File: src/fpm_pkg.sv
// shared constants and types for the single-precision multiplier
package fpm_pkg;
	localparam int unsigned WordW = 32;
	localparam int unsigned ExpW = 8;
	localparam int unsigned FracW = 23;
	localparam int unsigned SigW = FracW + 1;
	localparam int unsigned ProdW = 2 * SigW;
	localparam int unsigned ExpSumW = ExpW + 2;
	localparam logic [ExpW-1:0] ExpMax = '1;
	localparam logic [ExpSumW-1:0] Bias = ExpSumW'(127);
	localparam logic [WordW-1:0] QnanBits = 32'h7fc0_0000;
	localparam logic [WordW-1:0] InfBits = 32'h7f80_0000;

	// special-case code decided in the first stage
	localparam logic [1:0] KindNorm = 2'd0;
	localparam logic [1:0] KindNan = 2'd1;
	localparam logic [1:0] KindInf = 2'd2;
	localparam logic [1:0] KindZero = 2'd3;

	typedef struct packed {
		logic [1:0] kind;
		logic sign;
		logic signed [ExpSumW-1:0] exp;
	} ctl_t;
endpackage

File: src/fpm_if.sv
// valid/ready channel carrying a fixed-width payload
interface fpm_if #(parameter int unsigned W = 32) (input logic clk);
	logic valid;
	logic ready;
	logic [W-1:0] data;
	modport source (output valid, output data, input ready);
	modport sink (input valid, input data, output ready);
endinterface

File: src/fp32_multiplier.sv
// top level of the pipelined binary32 multiplier
// Three-stage pipeline: decode, 24x24 significand multiply, then round into the output
// register. A new request is taken every cycle while the output is not stalled; each
// result passes the s1, s2 and s3 registers in turn. Stalls hold all stages; nothing is
// dropped. Subnormals count as zero, results are flushed to zero on underflow, NaN is
// always 0x7FC00000.
module fp32_multiplier (
	input  logic clk,
	input  logic arst_n,
	fpm_if.sink in_a,
	fpm_if.sink in_b,
	fpm_if.source out_p
);
	fpm_pkg::ctl_t ctl, ctl_s1, ctl_s2;
	logic [fpm_pkg::SigW-1:0] sig_a, sig_b, sig_a_s1, sig_b_s1;
	logic [fpm_pkg::ProdW-1:0] prod_s2;
	logic [fpm_pkg::WordW-1:0] product, product_s3;
	logic v_s1, v_s2, v_s3, adv;
	logic in_valid;

	assign in_valid = in_a.valid && in_b.valid;
	assign adv = !v_s3 || out_p.ready;
	assign in_a.ready = adv && in_b.valid;
	assign in_b.ready = adv && in_a.valid;
	assign out_p.valid = v_s3;
	assign out_p.data = product_s3;

	fpm_unpack u_unpack (
		.operand_a(in_a.data), .operand_b(in_b.data),
		.ctl(ctl), .sig_a(sig_a), .sig_b(sig_b)
	);

	fpm_round u_round (.ctl(ctl_s2), .prod(prod_s2), .product(product));

	always_ff @(posedge clk or negedge arst_n) begin
		if (!arst_n) begin
			v_s1 <= 1'b0;
			v_s2 <= 1'b0;
			v_s3 <= 1'b0;
		end else if (adv) begin
			v_s1 <= in_valid;
			v_s2 <= v_s1;
			v_s3 <= v_s2;
		end
	end

	always_ff @(posedge clk) begin
		if (adv) begin
			ctl_s1 <= ctl;
			sig_a_s1 <= sig_a;
			sig_b_s1 <= sig_b;
			ctl_s2 <= ctl_s1;
			prod_s2 <= fpm_pkg::ProdW'(sig_a_s1) * fpm_pkg::ProdW'(sig_b_s1);
			product_s3 <= product;
		end
	end
endmodule

File: src/fpm_unpack.sv
// stage 1: operand decode, special cases and exponent sum
module fpm_unpack (
	input  logic [fpm_pkg::WordW-1:0] operand_a,
	input  logic [fpm_pkg::WordW-1:0] operand_b,
	output fpm_pkg::ctl_t ctl,
	output logic [fpm_pkg::SigW-1:0] sig_a,
	output logic [fpm_pkg::SigW-1:0] sig_b
);
	logic [fpm_pkg::ExpW-1:0] ea, eb;
	logic nan_a, nan_b, inf_a, inf_b, zero_a, zero_b;

	always_comb begin
		ea = operand_a[30:23];
		eb = operand_b[30:23];
		nan_a = (ea == fpm_pkg::ExpMax) && (operand_a[22:0] != '0);
		nan_b = (eb == fpm_pkg::ExpMax) && (operand_b[22:0] != '0);
		inf_a = (ea == fpm_pkg::ExpMax) && (operand_a[22:0] == '0);
		inf_b = (eb == fpm_pkg::ExpMax) && (operand_b[22:0] == '0);
		zero_a = (ea == '0);
		zero_b = (eb == '0);
		ctl.sign = operand_a[31] ^ operand_b[31];
		ctl.exp = $signed({2'b00, ea} + {2'b00, eb} - fpm_pkg::Bias);
		if (nan_a || nan_b) begin
			ctl.kind = fpm_pkg::KindNan;
		end else if (inf_a || inf_b) begin
			ctl.kind = (zero_a || zero_b) ? fpm_pkg::KindNan : fpm_pkg::KindInf;
		end else if (zero_a || zero_b) begin
			ctl.kind = fpm_pkg::KindZero;
		end else begin
			ctl.kind = fpm_pkg::KindNorm;
		end
		sig_a = {1'b1, operand_a[22:0]};
		sig_b = {1'b1, operand_b[22:0]};
	end
endmodule

File: src/fpm_round.sv
// stage 3: normalise, round to nearest even, range check and pack
module fpm_round (
	input  fpm_pkg::ctl_t ctl,
	input  logic [fpm_pkg::ProdW-1:0] prod,
	output logic [fpm_pkg::WordW-1:0] product
);
	logic [fpm_pkg::SigW:0] mant;
	logic guard, sticky, up;
	logic signed [fpm_pkg::ExpSumW-1:0] e;

	always_comb begin
		if (prod[47]) begin
			mant = {1'b0, prod[47:24]};
			guard = prod[23];
			sticky = prod[22:0] != '0;
			e = ctl.exp + fpm_pkg::ExpSumW'(1);
		end else begin
			mant = {1'b0, prod[46:23]};
			guard = prod[22];
			sticky = prod[21:0] != '0;
			e = ctl.exp;
		end
		up = guard && (sticky || mant[0]);
		mant = mant + (fpm_pkg::SigW+1)'(up);
		if (mant[24]) begin
			mant = mant >> 1;
			e = e + fpm_pkg::ExpSumW'(1);
		end
		case (ctl.kind)
			fpm_pkg::KindNan: product = fpm_pkg::QnanBits;
			fpm_pkg::KindInf: product = {ctl.sign, 31'b0} | fpm_pkg::InfBits;
			fpm_pkg::KindZero: product = {ctl.sign, 31'b0};
			default: begin
				if (e >= $signed(fpm_pkg::ExpSumW'(255))) begin
					product = {ctl.sign, 31'b0} | fpm_pkg::InfBits;
				end else if (e <= 0) begin
					product = {ctl.sign, 31'b0};
				end else begin
					product = {ctl.sign, e[7:0], mant[22:0]};
				end
			end
		endcase
	end
endmodule

File: src/flat_wrapper.sv
// flat-port wrapper written by rule: the top's interface ports become plain ports
module fp32_multiplier_flat 
  (clk, arst_n, in_a_valid, in_a_data, in_a_ready, in_b_valid, in_b_data, in_b_ready, out_p_valid, out_p_data, out_p_ready);
  fpm_if #(.W(fpm_pkg::WordW)) in_a_i (.clk(clk));
  fpm_if #(.W(fpm_pkg::WordW)) in_b_i (.clk(clk));
  fpm_if #(.W(fpm_pkg::WordW)) out_p_i (.clk(clk));
  input  logic clk;
  input  logic arst_n;
  input wire logic [$bits(in_a_i.valid)-1:0] in_a_valid;
  input wire logic [$bits(in_a_i.data)-1:0] in_a_data;
  output wire logic [$bits(in_a_i.ready)-1:0] in_a_ready;
  input wire logic [$bits(in_b_i.valid)-1:0] in_b_valid;
  input wire logic [$bits(in_b_i.data)-1:0] in_b_data;
  output wire logic [$bits(in_b_i.ready)-1:0] in_b_ready;
  output wire logic [$bits(out_p_i.valid)-1:0] out_p_valid;
  output wire logic [$bits(out_p_i.data)-1:0] out_p_data;
  input wire logic [$bits(out_p_i.ready)-1:0] out_p_ready;
  assign in_a_i.valid = in_a_valid;
  assign in_a_i.data = in_a_data;
  assign in_a_ready = in_a_i.ready;
  assign in_b_i.valid = in_b_valid;
  assign in_b_i.data = in_b_data;
  assign in_b_ready = in_b_i.ready;
  assign out_p_valid = out_p_i.valid;
  assign out_p_data = out_p_i.data;
  assign out_p_i.ready = out_p_ready;
  fp32_multiplier u_core (.clk(clk), .arst_n(arst_n), .in_a(in_a_i), .in_b(in_b_i), .out_p(out_p_i));
endmodule
File: config.mk
export PLATFORM = sky130hd
export DESIGN_NAME = fp32_multiplier_flat
export DESIGN_NICKNAME = d
export VERILOG_FILES = /design/src/fpm_pkg.sv /design/src/fpm_if.sv /design/src/fp32_multiplier.sv /design/src/fpm_unpack.sv /design/src/fpm_round.sv /design/src/flat_wrapper.sv
export SDC_FILE = /design/constraint.sdc
export NUM_CORES = 2
export LEC_CHECK = 0
export ABC_AREA = 1
export BUFFER_PORTS_ARGS = -buffer_cell sky130_fd_sc_hd__buf_2
export CORE_UTILIZATION = 45
export DETAILED_ROUTE_END_ITERATION = 6
export GPL_ROUTABILITY_DRIVEN = 0
export GPL_TIMING_DRIVEN = 0
export PLACE_DENSITY_LB_ADDON = 0.1
export RECOVER_POWER = 100
export SETUP_SLACK_MARGIN = 0.4
export SYNTH_ARGS = -nofsm -noshare
export SYNTH_HDL_FRONTEND = slang
export SYNTH_SLANG_ARGS = --single-unit
export TNS_END_PERCENT = 10
File: constraint.sdc
create_clock -name clk -period 7.75 [get_ports clk]
set_clock_uncertainty 0.2 [all_clocks]
set_input_delay 1.55 -clock clk [delete_from_list [all_inputs] [get_ports clk]]
set_output_delay 1.55 -clock clk [all_outputs]
set_load 0.05 [all_outputs]
==> out/qor.yml <==
outcome: "finished with violations"
violations: "DRC, capacitance limit, slew limit"
netlist_area_sq_um: 27000
fillers: 5834
cts.sinks: 155
final_antenna_net_count: 0
die_area_sq_um: 60900
end_kind: "flip-flop"
grtUsageTotal: 0.295
num_vias: 21400
ys_warn_count: 0
ys_types: 47
port_buffers: 103
rsz0062_at_grt: "true"
wire_per_inst_um: 20.3
finalCriticalPeriod_ps: 7360
viasPerCell: 5.08
grt_pass1_wl_um: 131000
critical_path.most_common_cell: "fa_1"
critPathMaxStageDelay_ps: 620
hpwl_um: 69000
max_freq_mhz: 136
worst_pin_slew_ps: 2600
diodes: 0
fin_nets: 4166
first_pass_iters: 7
cts_tree: "done"
multi_input_area_sq_um: 18200
ioPinCount: 104
drv_cap: 2
clkLatencyLatePin_ps: 500
regArea_sq_um: 4640
htree_levels: 4
yosys.area.top_type: "fa_1"
min_path_type: "flip-flop to flip-flop"
synth-seq-area-share: 0.172
post-place-cells: 4122
rows: 89
cts_buffers: 17
yosysTopAreaCellShare: 0.359
gr-total-overflow: 0
cp_max_fo: 10
fin_crit_sh: 0.949
start_util: 0.456
clock_path_buffers: 2
grt_pass1_vias: 22300
cp.depth: 25
ff2ff_path_depth: 25
grt_max_degree: 107
start_kind: "flip-flop"
slew_viol_final: 156
clk_pin_slew_ps: 70
postSynthCellCount: 3245
syn_to_final_growth_pct: 9.31
setup_viol: 0
critPathTopFamily: "adder cells"
core_area_sq_um: 59100
root_buffer: "clkbuf_16"
layout_common_cells: "inv_1 (960), nand2_1 (813), fa_1 (483)"
cp_num_buf_inv: 7
slowest_stage: "fa_1"
synth-seq-cells: 155
routed_wirelength_um: 85300
path_class: "flip-flop to flip-flop"
drive_above_1_share: 0.0778
finalHoldViolCount: 0
antenna_found_initial: 1
relSlewSlack: -0.731
drcViolationCount: 10
synth_nets: 3992
worstPathRequired_ps: 7780
synthTopCellsByArea: "fa_1 (36%), edfxtp_1 (17%), inv_1 (13%)"
cp.arrival_ps: 7390
drtIter0Drc: 1616
dieHeight_um: 247
layout_commonest_cell: "inv_1"
hold_depth: 0
finalNonFillerCells: 4204
synth.avg_cell_area_sq_um: 8.31
dieWidth_um: 247
## worst reg2reg max path: stages (launching register included)
cell	delay, ps
edfxtp_1	570
buf_6	260
nand2_1	80
inv_1	60
fa_1	520
fa_1	620
inv_1	90
fa_1	510
fa_1	520
inv_1	60
fa_1	490
fa_1	500
inv_1	50
fa_1	590
inv_1	80
ha_1	360
a21oi_1	220
inv_1	60
a21oi_1	160
o21ai_0	160
nand3_1	90
nand2_1	50
a21oi_1	370
o21ai_1	150
a21oi_1	180
xnor2_1	100
## worst paths after layout
path	start	to	slack [ps]
setup / recovery	u_core.sig_a_s1[20]$_DFFE_PN_	u_core.prod_s2[41]$_DFFE_PN_	390
hold / removal	u_core.ctl_s1[1]$_DFFE_PN_	u_core.ctl_s2[1]$_DFFE_PN_	220
setup reg to reg	u_core.sig_a_s1[20]$_DFFE_PN_	u_core.prod_s2[41]$_DFFE_PN_	390
hold reg to reg	u_core.ctl_s1[1]$_DFFE_PN_	u_core.ctl_s2[1]$_DFFE_PN_	220
max in group asynchronous	arst_n	u_core.v_s1$_DFFE_PN0N_	6540
min in group asynchronous	arst_n	u_core.out_p.valid$_DFFE_PN0N_	650
## sequential cells by signal, indices dropped and copies added, names as in the netlist
signal              count
u_core.prod_s2         48
u_core.out_p.data      32
u_core.sig_a_s1        23
u_core.sig_b_s1        23
u_core.ctl_s1          13
u_core.ctl_s2          13
u_core.out_p.valid      1
u_core.v_s1             1
u_core.v_s2             1
## cells by family (layout without fill, tap and decap cells)
family	Yosys count	count (layout)	share of synthesized area
AND/OR/NAND/NOR	1105	1105	0.169
buffers and inverters	1071	1257	0.152
adder cells (fa/ha/maj)	678	678	0.449
AO/OA/AOI/OAI	171	171	0.0360
flip-flops	155	155	0.172
XOR/XNOR	65	65	0.0214
## Yosys cell counts, drive strengths merged
| cell | n |
|---|---|
| ha | 195 |
| o211ai | 2 |
| o221ai | 2 |
| a21boi | 5 |
| or2 | 4 |
| clkbuf | 93 |
| nand4 | 13 |
| nand3 | 66 |
| a22oi | 1 |
| a21o | 6 |
| fa | 483 |
| dfrtp | 3 |
| and2 | 3 |
| o21bai | 4 |
| xor2 | 44 |
| a21oi | 58 |
| or3 | 1 |
| nand2 | 823 |
| nor2 | 147 |
| a31oi | 13 |
| nand3b | 4 |
| o2111ai | 3 |
| o31ai | 3 |
| edfxtp | 152 |
| a221oi | 3 |
| xnor2 | 21 |
| o21ai | 70 |
| nor4 | 26 |
| and3 | 2 |
| clkinv | 1 |
| buf | 12 |
| inv | 965 |
| nor3 | 16 |
| o31a | 1 |
## what timing repair did
action,in CTS,in global routing
hold buffers,0,0
setup buffers,29,22
pin swaps,0,0
resized for setup,68,111
setup endpoints to repair,28,24
## through the flow
stage          utilization  setup slack (ps)  area (sq um)  TNS [ps]  hold WS (ps)
4_1_cts              0.497               283         29400         0           223
3_5_place_dp         0.481              -276         28500     -1610           205
6_report             0.498               395         29500         0           222
3_3_place_gp         0.481              -214         28400     -1310           201
2_1_floorplan            -              1250         27000         0           200
5_1_grt              0.498               157         29500         0           224
## cell type report
type,instances,share of cell area
multi-input combinational,2019,0.619
sequential,155,0.157
inverter,966,0.123
tap,773,0.0328
timing repair buffer,155,0.0277
buffer,105,0.0194
clock buffer,17,0.0144
clock inverter,14,0.00603
## metal layers
metal,GRT usage,share of wire,vias to the layer above
li1,-,-,9794
met1,0.377,0.41,10600
met2,0.464,0.45,837
met3,0.0835,0.095,178
met4,0.136,0.049,2
met5,0,0.00013,-
Power is not shown: default switching activity piles up to over one toggle a cycle in this logic, so the estimate is an artifact.
